File: src/sv/c3f_pkg.sv
// shared types, constants and kernel tables for the 3x3 filter core
package c3f_pkg;

    localparam int MAX_WIDTH_DEF = 512;
    localparam int MAX_HEIGHT    = 512;
    localparam int PIX_W         = 8;
    localparam int DIM_W         = 10;
    localparam int ROW_W         = 10;
    localparam int CFG_IDX_W     = 2;
    localparam int SUM_W         = 14;
    localparam int KCOEF_W       = 4;

    localparam int BLUR_DIV      = 25;
    localparam int BLUR_BIAS     = BLUR_DIV / 2;
    localparam int BLUR_SHIFT    = 17;
    localparam int BLUR_RECIP    = ((1 << BLUR_SHIFT) + BLUR_DIV - 1) / BLUR_DIV;

    localparam logic KSEL_SHARPEN = 1'b1;

    typedef enum logic [CFG_IDX_W-1:0] {
        REG_KERNEL_SELECT = 2'd0,
        REG_IMAGE_WIDTH   = 2'd1,
        REG_IMAGE_HEIGHT  = 2'd2
    } cfg_reg_t;

    localparam logic signed [KCOEF_W-1:0] SHARPEN_K [9] = '{
        -4'sd1, 4'sd0, -4'sd1,
         4'sd0, 4'sd6,  4'sd0,
        -4'sd1, 4'sd0, -4'sd1
    };

    localparam logic signed [KCOEF_W-1:0] BLUR_K [9] = '{
        4'sd1, 4'sd0, 4'sd4,
        4'sd2, 4'sd5, 4'sd2,
        4'sd1, 4'sd0, 4'sd4
    };

    typedef struct packed {
        logic             action;
        logic [PIX_W-1:0] pixel_in;
    } in_item_t;

    typedef struct packed {
        logic [PIX_W-1:0] pixel_out;
        logic             last_of_frame;
    } out_item_t;

    typedef struct packed {
        logic emit;
        logic last;
        logic sharpen;
        logic mask_top;
        logic mask_bottom;
        logic mask_left;
        logic mask_right;
    } flags_t;

    typedef logic [8:0][PIX_W-1:0] win_t;

endpackage

File: src/sv/c3f_window.sv
// line memory read-modify-write stage with forwarding and the 3x3 window shift
module c3f_window #(
    parameter int MAX_WIDTH = c3f_pkg::MAX_WIDTH_DEF
) (
    input  logic                            aclk,
    input  logic                            aresetn,
    input  logic                            acc,
    input  logic [$clog2(MAX_WIDTH)-1:0]    acc_col,
    input  logic [c3f_pkg::PIX_W-1:0]       acc_sample,
    input  c3f_pkg::flags_t                 acc_flags,
    input  logic [2*c3f_pkg::PIX_W-1:0]     rd_data,
    output logic                            wr_en,
    output logic [$clog2(MAX_WIDTH)-1:0]    wr_addr,
    output logic [2*c3f_pkg::PIX_W-1:0]     wr_data,
    output logic                            b_ready,
    input  logic                            c_ready,
    output logic                            c_load,
    output c3f_pkg::flags_t                 c_flags,
    output c3f_pkg::win_t                   win
);

    localparam int COL_W = $clog2(MAX_WIDTH);
    localparam int PW    = c3f_pkg::PIX_W;

    logic                   b_valid_reg;
    logic [COL_W-1:0]       b_col_reg;
    logic [PW-1:0]          b_sample_reg;
    c3f_pkg::flags_t        b_flags_reg;
    logic                   fwd_reg;
    logic [2*PW-1:0]        last_wr_reg;
    c3f_pkg::win_t          win_reg;

    logic                   b_adv;
    logic [2*PW-1:0]        line;
    logic [PW-1:0]          up1, up2;

    always_comb begin
        b_ready = !b_valid_reg || c_ready;
        b_adv   = b_valid_reg && c_ready;
        // back-to-back transactions on the same column miss the write in flight
        line    = fwd_reg ? last_wr_reg : rd_data;
        up1     = line[PW-1:0];
        up2     = line[2*PW-1:PW];
        wr_en   = b_adv;
        wr_addr = b_col_reg;
        wr_data = {up1, b_sample_reg};
        c_load  = b_adv && b_flags_reg.emit;
        c_flags = b_flags_reg;
        win     = win_reg;
    end

    always_ff @(posedge aclk) begin
        if (!aresetn) begin
            b_valid_reg <= 1'b0;
            fwd_reg     <= 1'b0;
            win_reg     <= '0;
        end else begin
            if (acc) begin
                b_valid_reg <= 1'b1;
                fwd_reg     <= b_valid_reg && (b_col_reg == acc_col);
            end else if (b_adv) begin
                b_valid_reg <= 1'b0;
            end
            if (b_adv) begin
                win_reg[0] <= win_reg[1];
                win_reg[1] <= win_reg[2];
                win_reg[2] <= up2;
                win_reg[3] <= win_reg[4];
                win_reg[4] <= win_reg[5];
                win_reg[5] <= up1;
                win_reg[6] <= win_reg[7];
                win_reg[7] <= win_reg[8];
                win_reg[8] <= b_sample_reg;
            end
        end
    end

    always_ff @(posedge aclk) begin
        if (acc) begin
            b_col_reg    <= acc_col;
            b_sample_reg <= acc_sample;
            b_flags_reg  <= acc_flags;
        end
        if (b_adv) begin
            last_wr_reg <= wr_data;
        end
    end

endmodule

File: config.mk
export PLATFORM = sky130hd
export DESIGN_NAME = c3f_window
export DESIGN_NICKNAME = d
export VERILOG_FILES = /design/src/sv/c3f_pkg.sv /design/src/sv/c3f_window.sv
export SDC_FILE = /design/constraint.sdc
export NUM_CORES = 1
export LEC_CHECK = 0
export BUFFER_PORTS_ARGS = -buffer_cell sky130_fd_sc_hd__buf_2
export CAP_MARGIN = 20
export CORE_MARGIN = 2
export CORE_UTILIZATION = 40
export CTS_BUF_LIST = sky130_fd_sc_hd__clkbuf_16
export CTS_CLUSTER_SIZE = 20
export DETAILED_ROUTE_END_ITERATION = 16
export PLACE_DENSITY = 0.69
export SLEW_MARGIN = 20
export SYNTH_ARGS = -nofsm -noshare
export SYNTH_HDL_FRONTEND = slang
export SYNTH_SLANG_ARGS = --single-unit
File: constraint.sdc
create_clock -name aclk -period 1.2 [get_ports aclk]
set_input_delay 0 -clock aclk [delete_from_list [all_inputs] [get_ports aclk]]
set_output_delay 0 -clock aclk [all_outputs]
set_load 0.02 [all_outputs]
==> metrics.cfg <==
[timing]
clock.fmax_mhz=720.5
slew_violations=0
setup_viol=10
timing_hold_violations_final=0
min_period_ns=1.388
rsz0062_at_grt=yes
max_slew_margin_pct=77.43
worstMarginPinSlew_ns=0.3385
period_share_pct=115.7
skew_ns=0.01051
final.setup.worst_slack_ns=-0.1879
hold_ws_ns=0.03950

[place]
placed_area_sq_um=5195
dp_hpwl_microns=6884
dpl.cell_count=656
io_buffers=150
gp_congestion=0.7547
pre_cts_ws_ns=0.04476

[cells_and_area]
largest_register_ffs=72
syn_to_final_growth_pct=47.76
design_area_sq_um=6387
drive_gt1_share_pct=38.50
final_util_pct=61.32
nFillCells=896
final_cells=736
num_antenna_cells=0
final_nets=631

[worst_setup_path]
crit_required_ns=1.20
path_class=reg -> out
endpoint_kind=primary output
crit_buf_inv=3
critPathMaxStageDelay_ns=0.33
critical-path-slowest-cell=dfxtp_2
cp.arrival_ns=1.39
crit_family=buffers and inverters
path_max_fanout=4
cpMostUsedCell=buf_6
crit_chain=buf_6 > buf_12 > mux2_4 > buf_6
startpoint_type=register

[floorplan]
dieArea_sq_um=11650
core_sq_um=10420
row_count=37
fp.dieW_microns=108.0
die_h_microns=108.0
initial_core_util_pct=41.50
io_pins=151

[route]
drt-initial-drc-count=192
routed_wl_microns=11080
drt_pass1_iterations=4
drcViolationCount=0
via_per_inst=4.760
vias=3503
wire_per_inst_microns=15.06
antenna_left=0

[grt]
antenna_found_initial=0
grt_pass1_vias=3408
grt_start_max_net_pins=56
grt_pass1_wl_microns=17210
grt_use_total_pct=19.36
overflow=0

[power]
total_leakage_power_nw=2.768
powerDensity_nw_per_um2=1500
irDropWorstVdd_uv=950.0

[clock_network]
cts_buffer_depth=2
cts_tree=yes
clk_root_buffer_cell=clkbuf_16
clk_pin_slew_ns=0.05
cts_buffers=17
clkLatencyLatePin_ns=0.40
cts_num_sinks=114
htree_levels=4

[logic_synthesis]
ys_types=24
post-synth-top-count-cell=nand2_1
netlist_instances=391
yosys.area.top_type=dfxtp_1
synthTopCellsByArea=dfxtp_1 34%, edfxtp_1 28%, nand2_1 11%
syn_avg_cell_area_sq_um=11.06
synth-seq-cells=114
synth_area_sq_um=4323
synth_edf_count=40
synth_commonest_cells=121 x nand2_1, 74 x dfxtp_1, 57 x a21boi_1
ys_seq_area_share_pct=62.05
synth_nets=435
ys_warn_count=0
synth-main-ff-cell=dfxtp_1
synth_top_area_share_pct=34.27
async_reset_ff_share_pct=0

[run]
max-cap-violations=0

[status]
status=complete, but fails checks
violations=negative setup slack

[worst_hold_path]
min_path_type=in -> reg

[layout by cell type (no fill, tap or decap), types with 2 or more instances in the layout]
master / n
a21boi_1: 57
nand4_1: 3
nor2_2: 4
nor3b_2: 8
edfxtp_1: 40
buf_4: 12
xnor2_1: 9
buf_6: 14
mux2i_1: 8
bufbuf_16: 2
mux2_4: 6
clkbuf_16: 19
inv_4: 2
nand2_1: 120
clkinv_2: 4
buf_2: 140
dfxtp_1: 72
buf_12: 5
dfxtp_2: 2
mux2_2: 2
nor2_4: 5
clkinv_4: 2
inv_1: 3
clkinv_1: 3
nor2_1: 7
o211a_1: 8
dlygate4sd3_1: 36
[where the power goes]
group	switching, mW	internal (mW)
Combinational	0.508	0.446
Sequential	0.0992	4.16
Clock	1.67	2.70
[final cells by class]
| class | instances | area, sq um | share of cell area, % |
|---|---|---|---|
| Inverter | 2 | 12.51 | 0.1959 |
| Clock inverter | 14 | 71.32 | 1.117 |
| Multi-Input combinational cell | 242 | 1499 | 23.47 |
| Sequential cell | 114 | 2685 | 42.04 |
| Timing Repair Buffer | 210 | 1499 | 23.47 |
| Clock buffer | 18 | 450.4 | 7.052 |
| Tap cell | 136 | 170.2 | 2.664 |
[worst reg2reg max path, stage by stage, from the launching register on]
cell and delay, ns:
dfxtp_2 0.33, buf_6 0.13, buf_12 0.11, mux2_4 0.30, buf_4 0.15
[cells by family (layout without fill, tap and decap cells)]
logic type,after synthesis,after routing,share of synthesized area (%)
XOR/XNOR,9,9,1.824
multiplexers,16,16,4.023
AND/OR/NAND/NOR,151,151,15.22
AO/OA/AOI/OAI,66,66,11.95
buffers and inverters,35,244,4.920
flip-flops,114,114,62.05
[per-layer routing]
layer  track usage (%)  wire, microns  up-vias
met2             31.13           5415      126
met4             7.143            129        0
met1             23.50           4734     1668
met3             7.776            804        9
li1                  -              -     1700
met5                 0              0        -
[what timing repair did]
| item | in CTS | in global routing |
|---|---|---|
| setup endpoints to repair | 9 | 38 |
| gates cloned | 2 | 1 |
| setup buffers | 9 | 0 |
| pin swaps | 1 | 2 |
| hold endpoints to repair | 40 | 0 |
| hold buffers | 36 | 0 |
| resized for setup | 28 | 18 |
[final timing paths]
check	to	slack (ns)	startpoint	cells after the start
max reg2reg	last_wr_reg[15]	-0.05	fwd_reg	4
min	last_wr_reg[9]	0.04	rd_data[1]	3
max	wr_data[15]	-0.19	fwd_reg	4
min reg2reg	win[55]	0.44	win[55]	2
[per-stage QoR]
step,TNS [ns],power (mW)
after floorplan,0,4.773
after global placement,0,5.078
after detailed placement,0,5.090
after CTS,-1.307,9.637
after global routing,-1.926,9.945
final,-1.249,9.579
Note: power is estimated with default switching activity, not from simulation.
