[src/sv/c3f_pkg.sv]
// shared types, constants and kernel tables for the 3x3 filter core
package c3f_pkg;

    localparam int MAX_WIDTH_DEF = 512;
    localparam int MAX_HEIGHT    = 512;
    localparam int PIX_W         = 8;
    localparam int DIM_W         = 10;
    localparam int ROW_W         = 10;
    localparam int CFG_IDX_W     = 2;
    localparam int SUM_W         = 14;
    localparam int KCOEF_W       = 4;

    localparam int BLUR_DIV      = 25;
    localparam int BLUR_BIAS     = BLUR_DIV / 2;
    localparam int BLUR_SHIFT    = 17;
    localparam int BLUR_RECIP    = ((1 << BLUR_SHIFT) + BLUR_DIV - 1) / BLUR_DIV;

    localparam logic KSEL_SHARPEN = 1'b1;

    typedef enum logic [CFG_IDX_W-1:0] {
        REG_KERNEL_SELECT = 2'd0,
        REG_IMAGE_WIDTH   = 2'd1,
        REG_IMAGE_HEIGHT  = 2'd2
    } cfg_reg_t;

    localparam logic signed [KCOEF_W-1:0] SHARPEN_K [9] = '{
        -4'sd1, 4'sd0, -4'sd1,
         4'sd0, 4'sd6,  4'sd0,
        -4'sd1, 4'sd0, -4'sd1
    };

    localparam logic signed [KCOEF_W-1:0] BLUR_K [9] = '{
        4'sd1, 4'sd0, 4'sd4,
        4'sd2, 4'sd5, 4'sd2,
        4'sd1, 4'sd0, 4'sd4
    };

    typedef struct packed {
        logic             action;
        logic [PIX_W-1:0] pixel_in;
    } in_item_t;

    typedef struct packed {
        logic [PIX_W-1:0] pixel_out;
        logic             last_of_frame;
    } out_item_t;

    typedef struct packed {
        logic emit;
        logic last;
        logic sharpen;
        logic mask_top;
        logic mask_bottom;
        logic mask_left;
        logic mask_right;
    } flags_t;

    typedef logic [8:0][PIX_W-1:0] win_t;

endpackage

[src/sv/c3f_ctrl.sv]
// configuration registers, raster position counters and per-pixel border flags
module c3f_ctrl #(
    parameter int MAX_WIDTH = c3f_pkg::MAX_WIDTH_DEF
) (
    input  logic                             aclk,
    input  logic                             aresetn,
    input  logic                             cfg_wr_en,
    input  logic [c3f_pkg::CFG_IDX_W-1:0]    cfg_index,
    input  logic [c3f_pkg::DIM_W-1:0]        cfg_data,
    input  logic                             s_valid,
    output logic                             s_ready,
    input  c3f_pkg::in_item_t                s_data,
    input  logic                             clearing,
    input  logic                             b_ready,
    output logic                             acc,
    output logic [$clog2(MAX_WIDTH)-1:0]     acc_col,
    output logic [c3f_pkg::PIX_W-1:0]        acc_sample,
    output c3f_pkg::flags_t                  acc_flags
);

    localparam int COL_W = $clog2(MAX_WIDTH);
    localparam int MW_W  = $clog2(MAX_WIDTH + 1);
    localparam int WW    = ((MW_W > c3f_pkg::DIM_W) ? MW_W : c3f_pkg::DIM_W) + 1;
    localparam int HW    = c3f_pkg::DIM_W + 1;

    logic                      kernel_reg;
    logic [c3f_pkg::DIM_W-1:0] width_reg;
    logic [c3f_pkg::DIM_W-1:0] height_reg;
    logic [COL_W-1:0]          col_reg, col_next;
    logic [c3f_pkg::ROW_W-1:0] row_reg, row_next;

    logic [WW-1:0] eff_w, col_w, ocol, col_inc;
    logic [HW-1:0] eff_h, row_h, orow, row_new;
    logic          col_nz, emit, last, wrap;

    always_comb begin
        if (width_reg == '0) begin
            eff_w = WW'(1);
        end else if (WW'(width_reg) > WW'(MAX_WIDTH)) begin
            eff_w = WW'(MAX_WIDTH);
        end else begin
            eff_w = WW'(width_reg);
        end
        if (height_reg == '0) begin
            eff_h = HW'(1);
        end else if (HW'(height_reg) > HW'(c3f_pkg::MAX_HEIGHT)) begin
            eff_h = HW'(c3f_pkg::MAX_HEIGHT);
        end else begin
            eff_h = HW'(height_reg);
        end

        col_w  = WW'(col_reg);
        row_h  = HW'(row_reg);
        col_nz = (col_reg != '0);
        emit   = (row_h >= HW'(2)) || ((row_h == HW'(1)) && col_nz);
        // output pixel lags one row and one column behind the newest sample
        ocol   = col_nz ? col_w - WW'(1) : eff_w - WW'(1);
        orow   = col_nz ? row_h - HW'(1) : row_h - HW'(2);
        last   = emit && (orow == eff_h - HW'(1)) && (ocol == eff_w - WW'(1));

        acc_flags.emit        = emit;
        acc_flags.last        = last;
        acc_flags.sharpen     = (kernel_reg == c3f_pkg::KSEL_SHARPEN);
        acc_flags.mask_top    = (orow == '0);
        acc_flags.mask_bottom = (orow >= eff_h - HW'(1));
        acc_flags.mask_left   = (ocol == '0);
        acc_flags.mask_right  = (ocol >= eff_w - WW'(1));

        s_ready    = b_ready && !clearing;
        acc        = s_valid && s_ready;
        acc_col    = col_reg;
        acc_sample = s_data.action ? '0 : s_data.pixel_in;

        col_inc = col_w + WW'(1);
        wrap    = (col_inc >= eff_w);
        row_new = wrap ? row_h + HW'(1) : row_h;
        col_next = col_reg;
        row_next = row_reg;
        if (acc) begin
            if (last || (row_new > eff_h + HW'(1))) begin
                col_next = '0;
                row_next = '0;
            end else begin
                col_next = wrap ? '0 : COL_W'(col_inc);
                row_next = c3f_pkg::ROW_W'(row_new);
            end
        end
    end

    always_ff @(posedge aclk) begin
        if (!aresetn) begin
            kernel_reg <= 1'b1;
            width_reg  <= c3f_pkg::DIM_W'(512);
            height_reg <= c3f_pkg::DIM_W'(512);
            col_reg    <= '0;
            row_reg    <= '0;
        end else begin
            if (cfg_wr_en) begin
                case (cfg_index)
                    c3f_pkg::REG_KERNEL_SELECT: begin
                        kernel_reg <= cfg_data[0];
                    end
                    c3f_pkg::REG_IMAGE_WIDTH: begin
                        width_reg <= cfg_data;
                    end
                    c3f_pkg::REG_IMAGE_HEIGHT: begin
                        height_reg <= cfg_data;
                    end
                    default: begin
                    end
                endcase
            end
            col_reg <= col_next;
            row_reg <= row_next;
        end
    end

endmodule

[config.mk]
export PLATFORM = sky130hd
export DESIGN_NAME = c3f_ctrl
export DESIGN_NICKNAME = d
export VERILOG_FILES = /design/src/sv/c3f_pkg.sv /design/src/sv/c3f_ctrl.sv
export SDC_FILE = /design/constraint.sdc
export NUM_CORES = 1
export LEC_CHECK = 0
export ABC_AREA = 0
export BUFFER_PORTS_ARGS = -buffer_cell sky130_fd_sc_hd__buf_4
export CAP_MARGIN = 20
export CELL_PAD_IN_SITES_DETAIL_PLACEMENT = 1
export CELL_PAD_IN_SITES_GLOBAL_PLACEMENT = 1
export CORE_UTILIZATION = 47
export CTS_CLUSTER_DIAMETER = 120
export DETAILED_ROUTE_END_ITERATION = 10
export GPL_TIMING_DRIVEN = 0
export PLACE_DENSITY = 0.84
export REMOVE_ABC_BUFFERS = 1
export SYNTH_ARGS = -nofsm -noshare
export SYNTH_HDL_FRONTEND = slang
export SYNTH_SLANG_ARGS = --single-unit
[constraint.sdc]
create_clock -name aclk -period 8.6 [get_ports aclk]
set_input_delay 1.72 -clock aclk [delete_from_list [all_inputs] [get_ports aclk]]
set_output_delay 1.72 -clock aclk [all_outputs]
set_load 0.02 [all_outputs]
==> impl_metrics.tcl <==
set metrics [dict create \
    status "complete, but fails checks" \
    violations "DRC" \
    path_cells "inv_1, ha_1, nor2b_1, and3_1, o21ai_0, nor3_1, nor3b_1, xor2_1, ha_1, nand3_1, nor3_1, and3_1, buf_4" \
    nFillCells 1125 \
    hold_viol 0 \
    wire_per_inst_um 18.6 \
    drc 1 \
    routabilityCongestion 0.863 \
    drt-total-wl_um 13300 \
    cts_resized 0 \
    drive_gt1_share_pct 11.7 \
    final_common_cell "nor2_1" \
    antennaDiodeCount 0 \
    ctsLongestPathBuffers 2 \
    criticalPathCategory "register to output port" \
    syn_area_um2 4330 \
    drv_cap 0 \
    end_kind "output port" \
    power_per_cell_area_nw_per_um2 113 \
    finalPower_mw 0.542 \
    cts_made_buffers 5 \
    synth_warnings 0 \
    irDropWorstVdd_mv 0.0594 \
    min-delay-path-class "register to register" \
    netSwitchingFraction_pct 37.2 \
    area_growth_pct 10.9 \
    grt_pass1_wl_um 21900 \
    multi_input_area_um2 3300 \
    syn_avg_cell_area_um2 7.50 \
    timing.fmax_mhz 157 \
    p_int_mw 0.340 \
    cts.htree.levels 2 \
    die_w_um 98.0 \
    core.rowCount 34 \
    path_max_fanout 17 \
    die_h_um 98.0 \
    clockPowerShare_pct 25.6 \
    synth-edff-count 0 \
    layout_common_cells "nor2_1 (65), nand2_1 (61), ha_1 (55)" \
    setup_violations 0 \
    ys.flop_type "dfxtp_1" \
    cts_setup_buffers 0 \
    critPathMaxStageDelay_ps 630 \
    ys_types 60 \
    vias_per_cell 6.06 \
    cts.sinks 40 \
    power_frac_seq_pct 37.5 \
    ys_ff_latch 40 \
    die-area_um2 9610 \
    fin_skew_ps 5.15 \
    ctsHoldBuffers 0 \
    synthTopCellsByArea "dfxtp_1 (18%), ha_1 (16%), nor2_1 (5.6%)" \
    p_switching_mw 0.202 \
    start_util_pct 49.2 \
    grt_max_degree 27 \
    cpMaxStageDelayCell "and3_1" \
    worstReg2RegStart "acc_col[2]" \
    grt_pass1_vias 4437 \
    grt_setup_unrepaired "no" \
    grt-ovfl-total 0 \
    io_pins 53 \
    portBuffers 52 \
    ctsRootBufferMaster "clkbuf_8" \
    p_leak_nw 2.23 \
    cp-start-kind "register" \
    insertion_delay_ps 310 \
    nets 687 \
    path_clk_slew_ps 90 \
    cp-startpoint "acc_col[0]" \
    yosysTopAreaCellShare_pct 18.5 \
    tritoncts "yes" \
    hold_depth 2 \
    pwr-share-comb_pct 36.9 \
    dr.first_iter.drc_count 164 \
    ant_nets 0 \
    firstDrtPassIters 7 \
    antenna_found_initial 0 \
    synth_largest_area_cell "dfxtp_1" \
    final_max_slew_viol_count 0 \
    placed_cells 706 \
    design_area_um2 4810 \
    slew_headroom_pct 24.1 \
    totalNegativeSetupSlack_ps 0 \
    cp_data_arrival_time_ps 4650 \
    period_share_pct 74.1 \
    grt_usage_pct 28.5 \
    r2r_cells 18 \
    required_ps 6880 \
    period_needed_ps 6370 \
    worst_slew_pin_slew_ps 1130 \
    syn-instance-count 578 \
    async_flop_share_pct 0 \
    place_area_um2 4720 \
    final_cells 714 \
    synth-seq-area-share_pct 18.5 \
    core-area_um2 8810 \
    ff_latch_area_um2 801 \
    worst_hold_startpoint "kernel_reg" \
    vias 4324 \
    dp_hpwl_um 10700 \
]
critical path, delay by kind of cell (launching register included):
kind                     cells  cell delay (ps)
flip-flops                   1              440
AND/OR/NAND/NOR              7             2540
adder cells (fa/ha/maj)      2              550
XOR/XNOR                     1              110
buffers and inverters        2              280
AO/OA/AOI/OAI                1              400
cell families after synthesis:
| group | share of synthesized area [%] |
|---|---|
| compound gates | 17.7 |
| other cells | 0.0865 |
| xor+xnor | 8.29 |
| buf+inv | 5.66 |
| flops | 18.5 |
| fa+ha+maj | 15.9 |
| mux | 5.34 |
| simple gates | 28.6 |
synthesized netlist by cell type, drive strengths merged, types with 6 or more instances:
master	count
dfxtp	40
xnor2	25
or2	6
a41oi	6
ha	55
nor4	6
o211ai	10
nand4	13
nor2b	16
mux2i	22
a31oi	14
nor3	17
inv	19
o21ai	21
nand2	61
xor2	16
buf	13
nor2	65
a21oi	18
a211oi	7
clkbuf	22
nand2b	12
a21o	6
nand3	25
and3	10
nand3b	7
layout make-up:
type | instances | area share (%)
inverters | 20 | 1.56
repair buffers | 53 | 8.43
well taps | 108 | 2.81
clock buffers | 6 | 1.72
multi-input cells | 485 | 68.6
flip-flops and latches | 40 | 16.7
clock inverters | 2 | 0.208
stage by stage:
stage | worst slack [ps] | hold WS, ps | utilization (%)
finish | 2230 | 491 | 54.6
global route | 1870 | 528 | 54.6
CTS | 2300 | 490 | 54.6
detailed placement | 2680 | 470 | 53.6
global placement | 2290 | 456 | 53.3
floorplan | 3390 | 488 | -
layer usage:
layer  wire length, um  global-route usage (%)  vias up
li1                  -                       -     2126
met1              6070                    35.5     2116
met2              6620                    51.4       62
met3               281                    2.36       20
met4               296                    9.44        0
met5                 0                       0        -
path summary, 6_finish.rpt:
path | end | slack, ps
hold reg to reg | kernel_reg | 490
hold / removal | kernel_reg | 490
setup reg to reg | acc_col[0] | 2980
setup / recovery | acc_flags[5] | 2230
power by group through the flow:
| stage | clock [mW] | combinational (mW) | sequential [mW] |
|---|---|---|---|
| floorplan | 0 | 0.136 | 0.204 |
| global placement | 0 | 0.186 | 0.206 |
| detailed placement | 0 | 0.198 | 0.207 |
| CTS | 0.141 | 0.200 | 0.203 |
| global route | 0.149 | 0.223 | 0.204 |
| finish | 0.139 | 0.200 | 0.203 |
(Power assumes the default switching activity.)
