`src/sv/c3f_pkg.sv`:
```
// shared types, constants and kernel tables for the 3x3 filter core
package c3f_pkg;

    localparam int MAX_WIDTH_DEF = 512;
    localparam int MAX_HEIGHT    = 512;
    localparam int PIX_W         = 8;
    localparam int DIM_W         = 10;
    localparam int ROW_W         = 10;
    localparam int CFG_IDX_W     = 2;
    localparam int SUM_W         = 14;
    localparam int KCOEF_W       = 4;

    localparam int BLUR_DIV      = 25;
    localparam int BLUR_BIAS     = BLUR_DIV / 2;
    localparam int BLUR_SHIFT    = 17;
    localparam int BLUR_RECIP    = ((1 << BLUR_SHIFT) + BLUR_DIV - 1) / BLUR_DIV;

    localparam logic KSEL_SHARPEN = 1'b1;

    typedef enum logic [CFG_IDX_W-1:0] {
        REG_KERNEL_SELECT = 2'd0,
        REG_IMAGE_WIDTH   = 2'd1,
        REG_IMAGE_HEIGHT  = 2'd2
    } cfg_reg_t;

    localparam logic signed [KCOEF_W-1:0] SHARPEN_K [9] = '{
        -4'sd1, 4'sd0, -4'sd1,
         4'sd0, 4'sd6,  4'sd0,
        -4'sd1, 4'sd0, -4'sd1
    };

    localparam logic signed [KCOEF_W-1:0] BLUR_K [9] = '{
        4'sd1, 4'sd0, 4'sd4,
        4'sd2, 4'sd5, 4'sd2,
        4'sd1, 4'sd0, 4'sd4
    };

    typedef struct packed {
        logic             action;
        logic [PIX_W-1:0] pixel_in;
    } in_item_t;

    typedef struct packed {
        logic [PIX_W-1:0] pixel_out;
        logic             last_of_frame;
    } out_item_t;

    typedef struct packed {
        logic emit;
        logic last;
        logic sharpen;
        logic mask_top;
        logic mask_bottom;
        logic mask_left;
        logic mask_right;
    } flags_t;

    typedef logic [8:0][PIX_W-1:0] win_t;

endpackage

```
`src/sv/c3f_arith.sv`:
```
// masked kernel sum, blur division by reciprocal, clamp and output register
module c3f_arith (
    input  logic                  aclk,
    input  logic                  aresetn,
    input  logic                  c_load,
    input  c3f_pkg::flags_t       c_flags,
    input  c3f_pkg::win_t         win,
    output logic                  c_ready,
    output logic                  m_valid,
    input  logic                  m_ready,
    output c3f_pkg::out_item_t    m_data
);

    localparam int SW = c3f_pkg::SUM_W;
    localparam int XW = SW - 1;
    localparam int PW = c3f_pkg::PIX_W;

    logic                 c_valid_reg;
    c3f_pkg::flags_t      c_flags_reg;
    logic                 d_valid_reg;
    logic signed [SW-1:0] d_sum_reg;
    logic                 d_sharpen_reg;
    logic                 d_last_reg;
    logic                 m_valid_reg;
    c3f_pkg::out_item_t   m_data_reg;

    logic                 out_ready, d_ready;
    logic [2:0]           row_keep, col_keep;
    logic signed [SW-1:0] sum, coef_x, pix_x;
    logic signed [SW-1:0] biased;
    logic [XW-1:0]        blur_x;
    logic [2*XW-1:0]      blur_prod;
    logic [PW:0]          blur_q;
    logic [PW-1:0]        value;

    always_comb begin
        out_ready = !m_valid_reg || m_ready;
        d_ready   = !d_valid_reg || out_ready;
        c_ready   = !c_valid_reg || d_ready;

        row_keep = {!c_flags_reg.mask_bottom, 1'b1, !c_flags_reg.mask_top};
        col_keep = {!c_flags_reg.mask_right, 1'b1, !c_flags_reg.mask_left};
        sum      = '0;
        for (int k = 0; k < 3; k++) begin
            for (int l = 0; l < 3; l++) begin
                coef_x = c_flags_reg.sharpen ? SW'(c3f_pkg::SHARPEN_K[k*3+l])
                                             : SW'(c3f_pkg::BLUR_K[k*3+l]);
                pix_x  = SW'(win[k*3+l]);
                if (row_keep[k] && col_keep[l]) begin
                    sum = sum + coef_x * pix_x;
                end
            end
        end

        // divide by 25 through a scaled reciprocal, exact over the blur range
        biased    = d_sum_reg + SW'(c3f_pkg::BLUR_BIAS);
        blur_x    = biased[XW-1:0];
        blur_prod = (2*XW)'(blur_x) * (2*XW)'(c3f_pkg::BLUR_RECIP);
        blur_q    = blur_prod[c3f_pkg::BLUR_SHIFT +: PW+1];

        if (d_sharpen_reg) begin
            if (d_sum_reg < 0) begin
                value = '0;
            end else if (d_sum_reg > SW'(255)) begin
                value = '1;
            end else begin
                value = d_sum_reg[PW-1:0];
            end
        end else begin
            value = blur_q[PW] ? '1 : blur_q[PW-1:0];
        end

        m_valid = m_valid_reg;
        m_data  = m_data_reg;
    end

    always_ff @(posedge aclk) begin
        if (!aresetn) begin
            c_valid_reg <= 1'b0;
            d_valid_reg <= 1'b0;
            m_valid_reg <= 1'b0;
        end else begin
            if (c_load) begin
                c_valid_reg <= 1'b1;
            end else if (c_valid_reg && d_ready) begin
                c_valid_reg <= 1'b0;
            end
            if (c_valid_reg && d_ready) begin
                d_valid_reg <= 1'b1;
            end else if (d_valid_reg && out_ready) begin
                d_valid_reg <= 1'b0;
            end
            if (d_valid_reg && out_ready) begin
                m_valid_reg <= 1'b1;
            end else if (m_ready) begin
                m_valid_reg <= 1'b0;
            end
        end
    end

    always_ff @(posedge aclk) begin
        if (c_load) begin
            c_flags_reg <= c_flags;
        end
        if (c_valid_reg && d_ready) begin
            d_sum_reg     <= sum;
            d_sharpen_reg <= c_flags_reg.sharpen;
            d_last_reg    <= c_flags_reg.last;
        end
        if (d_valid_reg && out_ready) begin
            m_data_reg.pixel_out     <= value;
            m_data_reg.last_of_frame <= d_last_reg;
        end
    end

endmodule

```
`config.mk`:
```
export PLATFORM = sky130hd
export DESIGN_NAME = c3f_arith
export DESIGN_NICKNAME = d
export VERILOG_FILES = /design/src/sv/c3f_pkg.sv /design/src/sv/c3f_arith.sv
export SDC_FILE = /design/constraint.sdc
export NUM_CORES = 1
export LEC_CHECK = 0
export BUFFER_PORTS_ARGS = -buffer_cell sky130_fd_sc_hd__buf_2
export CAP_MARGIN = 0
export CORE_ASPECT_RATIO = 1.2
export CORE_MARGIN = 2
export CORE_UTILIZATION = 55
export DETAILED_ROUTE_END_ITERATION = 10
export GPL_ROUTABILITY_DRIVEN = 0
export PLACE_DENSITY = 0.74
export SYNTH_ARGS = -nofsm -noshare
export SYNTH_HDL_FRONTEND = slang
export SYNTH_SLANG_ARGS = --single-unit
```
`constraint.sdc`:
```
create_clock -name aclk -period 15.3 [get_ports aclk]
set_input_delay 0.765 -clock aclk [delete_from_list [all_inputs] [get_ports aclk]]
set_output_delay 0.765 -clock aclk [all_outputs]
set_load 0.1 [all_outputs]
```
==> results.json <==
{
  "count_of_buffers_from_port_buffering": 76,
  "xor_xnor_share_of_the_synthesized_area_pct": 6.25,
  "count_of_flip_flops_with_a_built_in_enable_after_synthesis": 31,
  "multi_input_comb_area_um2": 11400,
  "max_reg_flops": 14,
  "postCtsResizedCells": 0,
  "ctsLongestPathBuffers": 2,
  "whs_endpoint": "d_last_reg",
  "route.detailed.vias_per_inst": 5.32,
  "most-common-layout-cells": "sky130_fd_sc_hd__inv_1 (328), sky130_fd_sc_hd__ha_1 (262), sky130_fd_sc_hd__fa_1 (195), sky130_fd_sc_hd__nor2_1 (77), sky130_fd_sc_hd__buf_2 (76)",
  "hold_path_class": "register to register",
  "netlist-cell-type-count": 71,
  "final_common_cell": "sky130_fd_sc_hd__inv_1",
  "seq_area_frac_synth_pct": 7.23,
  "synth_top_family_by_area": "adder cells",
  "cp_data_arrival_time_ns": 13.21,
  "max-cap-violations": 0,
  "io_pins": 94,
  "holdBufCountCts": 0,
  "worst_setup_hold_path_clk_slew_ns": 0.06,
  "worst_r2r_path_depth": 54,
  "critical_path.n_buffers_inverters": 6,
  "die_y_um": 177,
  "detailedPlacementHpwl_um": 24900,
  "synth.mux.area_fraction_pct": 1.66,
  "outcome": "completed",
  "tritoncts.num_buffers": 5,
  "post_cts_buffers": 0,
  "post_synth_inst_count": 1493,
  "insertedDiodeCount": 0,
  "crit_path_end_kind": "register",
  "max_freq_mhz": 76.3,
  "fp-row-count": 63,
  "final_max_slew_viol_count": 0,
  "cp_top_family": "adder cells",
  "via_count_of_the_first_global_routing_pass": 10813,
  "grt.total_usage_pct": 22.7,
  "drt-pass1-iter-count": 5,
  "first_iter_violations": 392,
  "max-slew-margin-rel_pct": 41.3,
  "clock_latency_ns": 0.29,
  "rsz0062_at_grt": "false",
  "clock-skew-final_ns": 0.00996,
  "synth.ff_latch_count": 34,
  "post_drt_wl_per_cell_um": 14.7,
  "r2r-start": "c_flags_reg[4]",
  "hold_start": "c_flags_reg[5]",
  "worst_setup_start_kind": "input port",
  "timing.final.hold_violations": 0,
  "area.sequential_um2": 991,
  "htreeDepth": 2,
  "globalRouteOverflowTotal": 0,
  "timing_worst_slew_pin_value_ns": 0.874,
  "hold_depth": 0,
  "tritoncts": "yes",
  "root_buffer": "sky130_fd_sc_hd__clkbuf_16",
  "timing.critical_path.slowest_stage_cell": "sky130_fd_sc_hd__fa_1",
  "timing.rr.end": "d_sum_reg[13]",
  "number_of_antenna_violations_at_the_first_check_in_global_routing": 0,
  "via_count": 10051,
  "grt_start_max_net_pins": 66,
  "synth.avg_cell_area_um2": 9.18,
  "core_region_area_um2": 24600,
  "mappedNetlistNets": 2033,
  "setup-violations-final": 0,
  "crit_path_time_final_ns": 13.11,
  "synth-adder-area-share_pct": 52.4,
  "asyncSetResetFlopFracSynth_pct": 0,
  "leading_register_cell_type_out_of_synthesis": "sky130_fd_sc_hd__edfxtp_1",
  "drive_gt1_share_pct": 8.38,
  "synth.cell_area_um2": 13700,
  "detail_route.wirelength_um": 27700,
  "post_synth_and_or_nand_nor_area_fraction_pct": 10.9,
  "layout.filler_cells": 2154,
  "critical-path-max-stage-delay_ns": 0.56,
  "yosysWarningCount": 0,
  "grt_pass1_wl_um": 48300,
  "number_of_remaining_drc_errors": 0,
  "worst_ep_required_time_ns": 15.40,
  "die_footprint_um2": 26200,
  "fin_nets": 2102,
  "final_antenna_net_count": 0,
  "post-route-period-util_pct": 85.7,
  "critPathKind": "input port to register",
  "initial_core_util_pct": 55.8,
  "worstPathMaxFanout": 4,
  "setup.reg_to_reg.worst_slack_ns": 2.22,
  "tritoncts_num_sinks": 34,
  "synth_compound_area_share_pct": 12.0,
  "flow.area_growth_from_synthesis_pct": 6.52,
  "die_w_um": 148,
  "fin_setup_tns_ns": 0,
  "worst_path_most_repeated_cell": "sky130_fd_sc_hd__ha_1"
}
==> through the flow <==
stage / instance area (um2) / setup slack [ns] / utilization (%) / hold WS, ns / instances
4_1_cts: 14600 / 2.23 / 59.4 / 0.426 / 1888
2_1_floorplan: 13700 / 3.30 / - / 0.400 / 1493
6_report: 14600 / 2.19 / 59.4 / 0.422 / 1888
3_5_place_dp: 14500 / 1.99 / 58.8 / 0.413 / 1880
5_1_grt: 14600 / 1.21 / 59.4 / 0.435 / 1888
3_3_place_gp: 14500 / 2.18 / 58.8 / 0.404 / 1880
==> cells by family (layout without fill, tap and decap cells) <==
family | after synthesis | in the layout
simple gates | 295 | 295
fa+ha+maj | 457 | 457
compound gates | 239 | 239
flops | 34 | 34
buf+inv | 349 | 419
xor+xnor | 97 | 97
other cells | 1 | 1
mux | 21 | 21
==> worst max path at each step <==
stage                start       endpoint  slack (ns)  depth (start not counted)
global placement    win[1]  d_sum_reg[13]        2.18                         52
finish              win[1]  d_sum_reg[13]        2.19                         52
global route        win[1]  d_sum_reg[13]        1.21                         52
floorplan           win[1]  d_sum_reg[13]        3.30                         50
CTS                 win[1]  d_sum_reg[13]        2.23                         52
detailed placement  win[1]  d_sum_reg[13]        1.99                         52
==> per-layer routing <==
layer | vias up | GRT usage [%] | part of all wire, %
met4 | 0 | 8.53 | 3.3
met2 | 133 | 43.3 | 53
met3 | 51 | 1.26 | 2.2
met5 | - | 0 | 0
li1 | 4999 | - | -
met1 | 4868 | 26.8 | 42
==> synth_stat cells (3+ instances only) <==
| cell type | count | area share (%) |
|---|---|---|
| sky130_fd_sc_hd__mux2i_1 | 7 | 0.51 |
| sky130_fd_sc_hd__o21bai_1 | 15 | 0.82 |
| sky130_fd_sc_hd__nand3_1 | 13 | 0.47 |
| sky130_fd_sc_hd__a22oi_1 | 5 | 0.27 |
| sky130_fd_sc_hd__xnor2_1 | 62 | 4.0 |
| sky130_fd_sc_hd__xor2_1 | 34 | 2.2 |
| sky130_fd_sc_hd__edfxtp_1 | 31 | 6.8 |
| sky130_fd_sc_hd__nand2_1 | 62 | 1.7 |
| sky130_fd_sc_hd__dfxtp_1 | 3 | 0.44 |
| sky130_fd_sc_hd__a21oi_2 | 3 | 0.19 |
| sky130_fd_sc_hd__nor2b_1 | 36 | 1.6 |
| sky130_fd_sc_hd__o22ai_1 | 3 | 0.14 |
| sky130_fd_sc_hd__o31ai_1 | 8 | 0.44 |
| sky130_fd_sc_hd__ha_1 | 262 | 24 |
| sky130_fd_sc_hd__or2_2 | 6 | 0.27 |
| sky130_fd_sc_hd__o2111ai_1 | 3 | 0.19 |
| sky130_fd_sc_hd__a221o_1 | 3 | 0.22 |
| sky130_fd_sc_hd__nor3_1 | 18 | 0.66 |
| sky130_fd_sc_hd__nand4_1 | 3 | 0.14 |
| sky130_fd_sc_hd__nand3b_1 | 3 | 0.16 |
| sky130_fd_sc_hd__and2_1 | 34 | 1.6 |
| sky130_fd_sc_hd__o211ai_1 | 3 | 0.16 |
| sky130_fd_sc_hd__a21boi_0 | 3 | 0.16 |
| sky130_fd_sc_hd__o21ai_0 | 51 | 1.9 |
| sky130_fd_sc_hd__nor2_1 | 77 | 2.1 |
| sky130_fd_sc_hd__mux2_2 | 14 | 1.1 |
| sky130_fd_sc_hd__nand2b_1 | 17 | 0.78 |
| sky130_fd_sc_hd__o31a_1 | 6 | 0.38 |
| sky130_fd_sc_hd__inv_1 | 328 | 9.0 |
| sky130_fd_sc_hd__a21o_1 | 23 | 1.3 |
| sky130_fd_sc_hd__or3_1 | 3 | 0.14 |
| sky130_fd_sc_hd__clkbuf_1 | 19 | 0.52 |
| sky130_fd_sc_hd__o21a_1 | 14 | 0.77 |
| sky130_fd_sc_hd__a31oi_1 | 3 | 0.14 |
| sky130_fd_sc_hd__o21ai_1 | 3 | 0.11 |
| sky130_fd_sc_hd__a211oi_1 | 14 | 0.77 |
| sky130_fd_sc_hd__a21oi_1 | 51 | 1.9 |
| sky130_fd_sc_hd__and3_1 | 9 | 0.41 |
| sky130_fd_sc_hd__a31o_2 | 4 | 0.26 |
| sky130_fd_sc_hd__fa_1 | 195 | 28 |
==> layout make-up <==
type | count | area share (%)
timing repair buffer | 82 | 2.91
sequential | 34 | 6.78
multi-input combinational | 1110 | 78.1
clock buffer | 6 | 0.882
clock inverter | 2 | 0.0600
inverter | 329 | 8.45
tap | 325 | 2.78
==> worst reg2reg max path: cells and delay by family (launching register included) <==
family / cells / cell delay [ns]
AO/OA/AOI/OAI: 13 / 2.36
adder cells (fa/ha/maj): 13 / 4.73
multiplexers: 2 / 0.60
AND/OR/NAND/NOR: 13 / 2.44
buffers and inverters: 5 / 0.79
XOR/XNOR: 8 / 1.55
flip-flops: 1 / 0.41
Power is left out: the tool's default activity adds up to more than one toggle a clock period on the data nets, which glitch-free logic cannot reach.
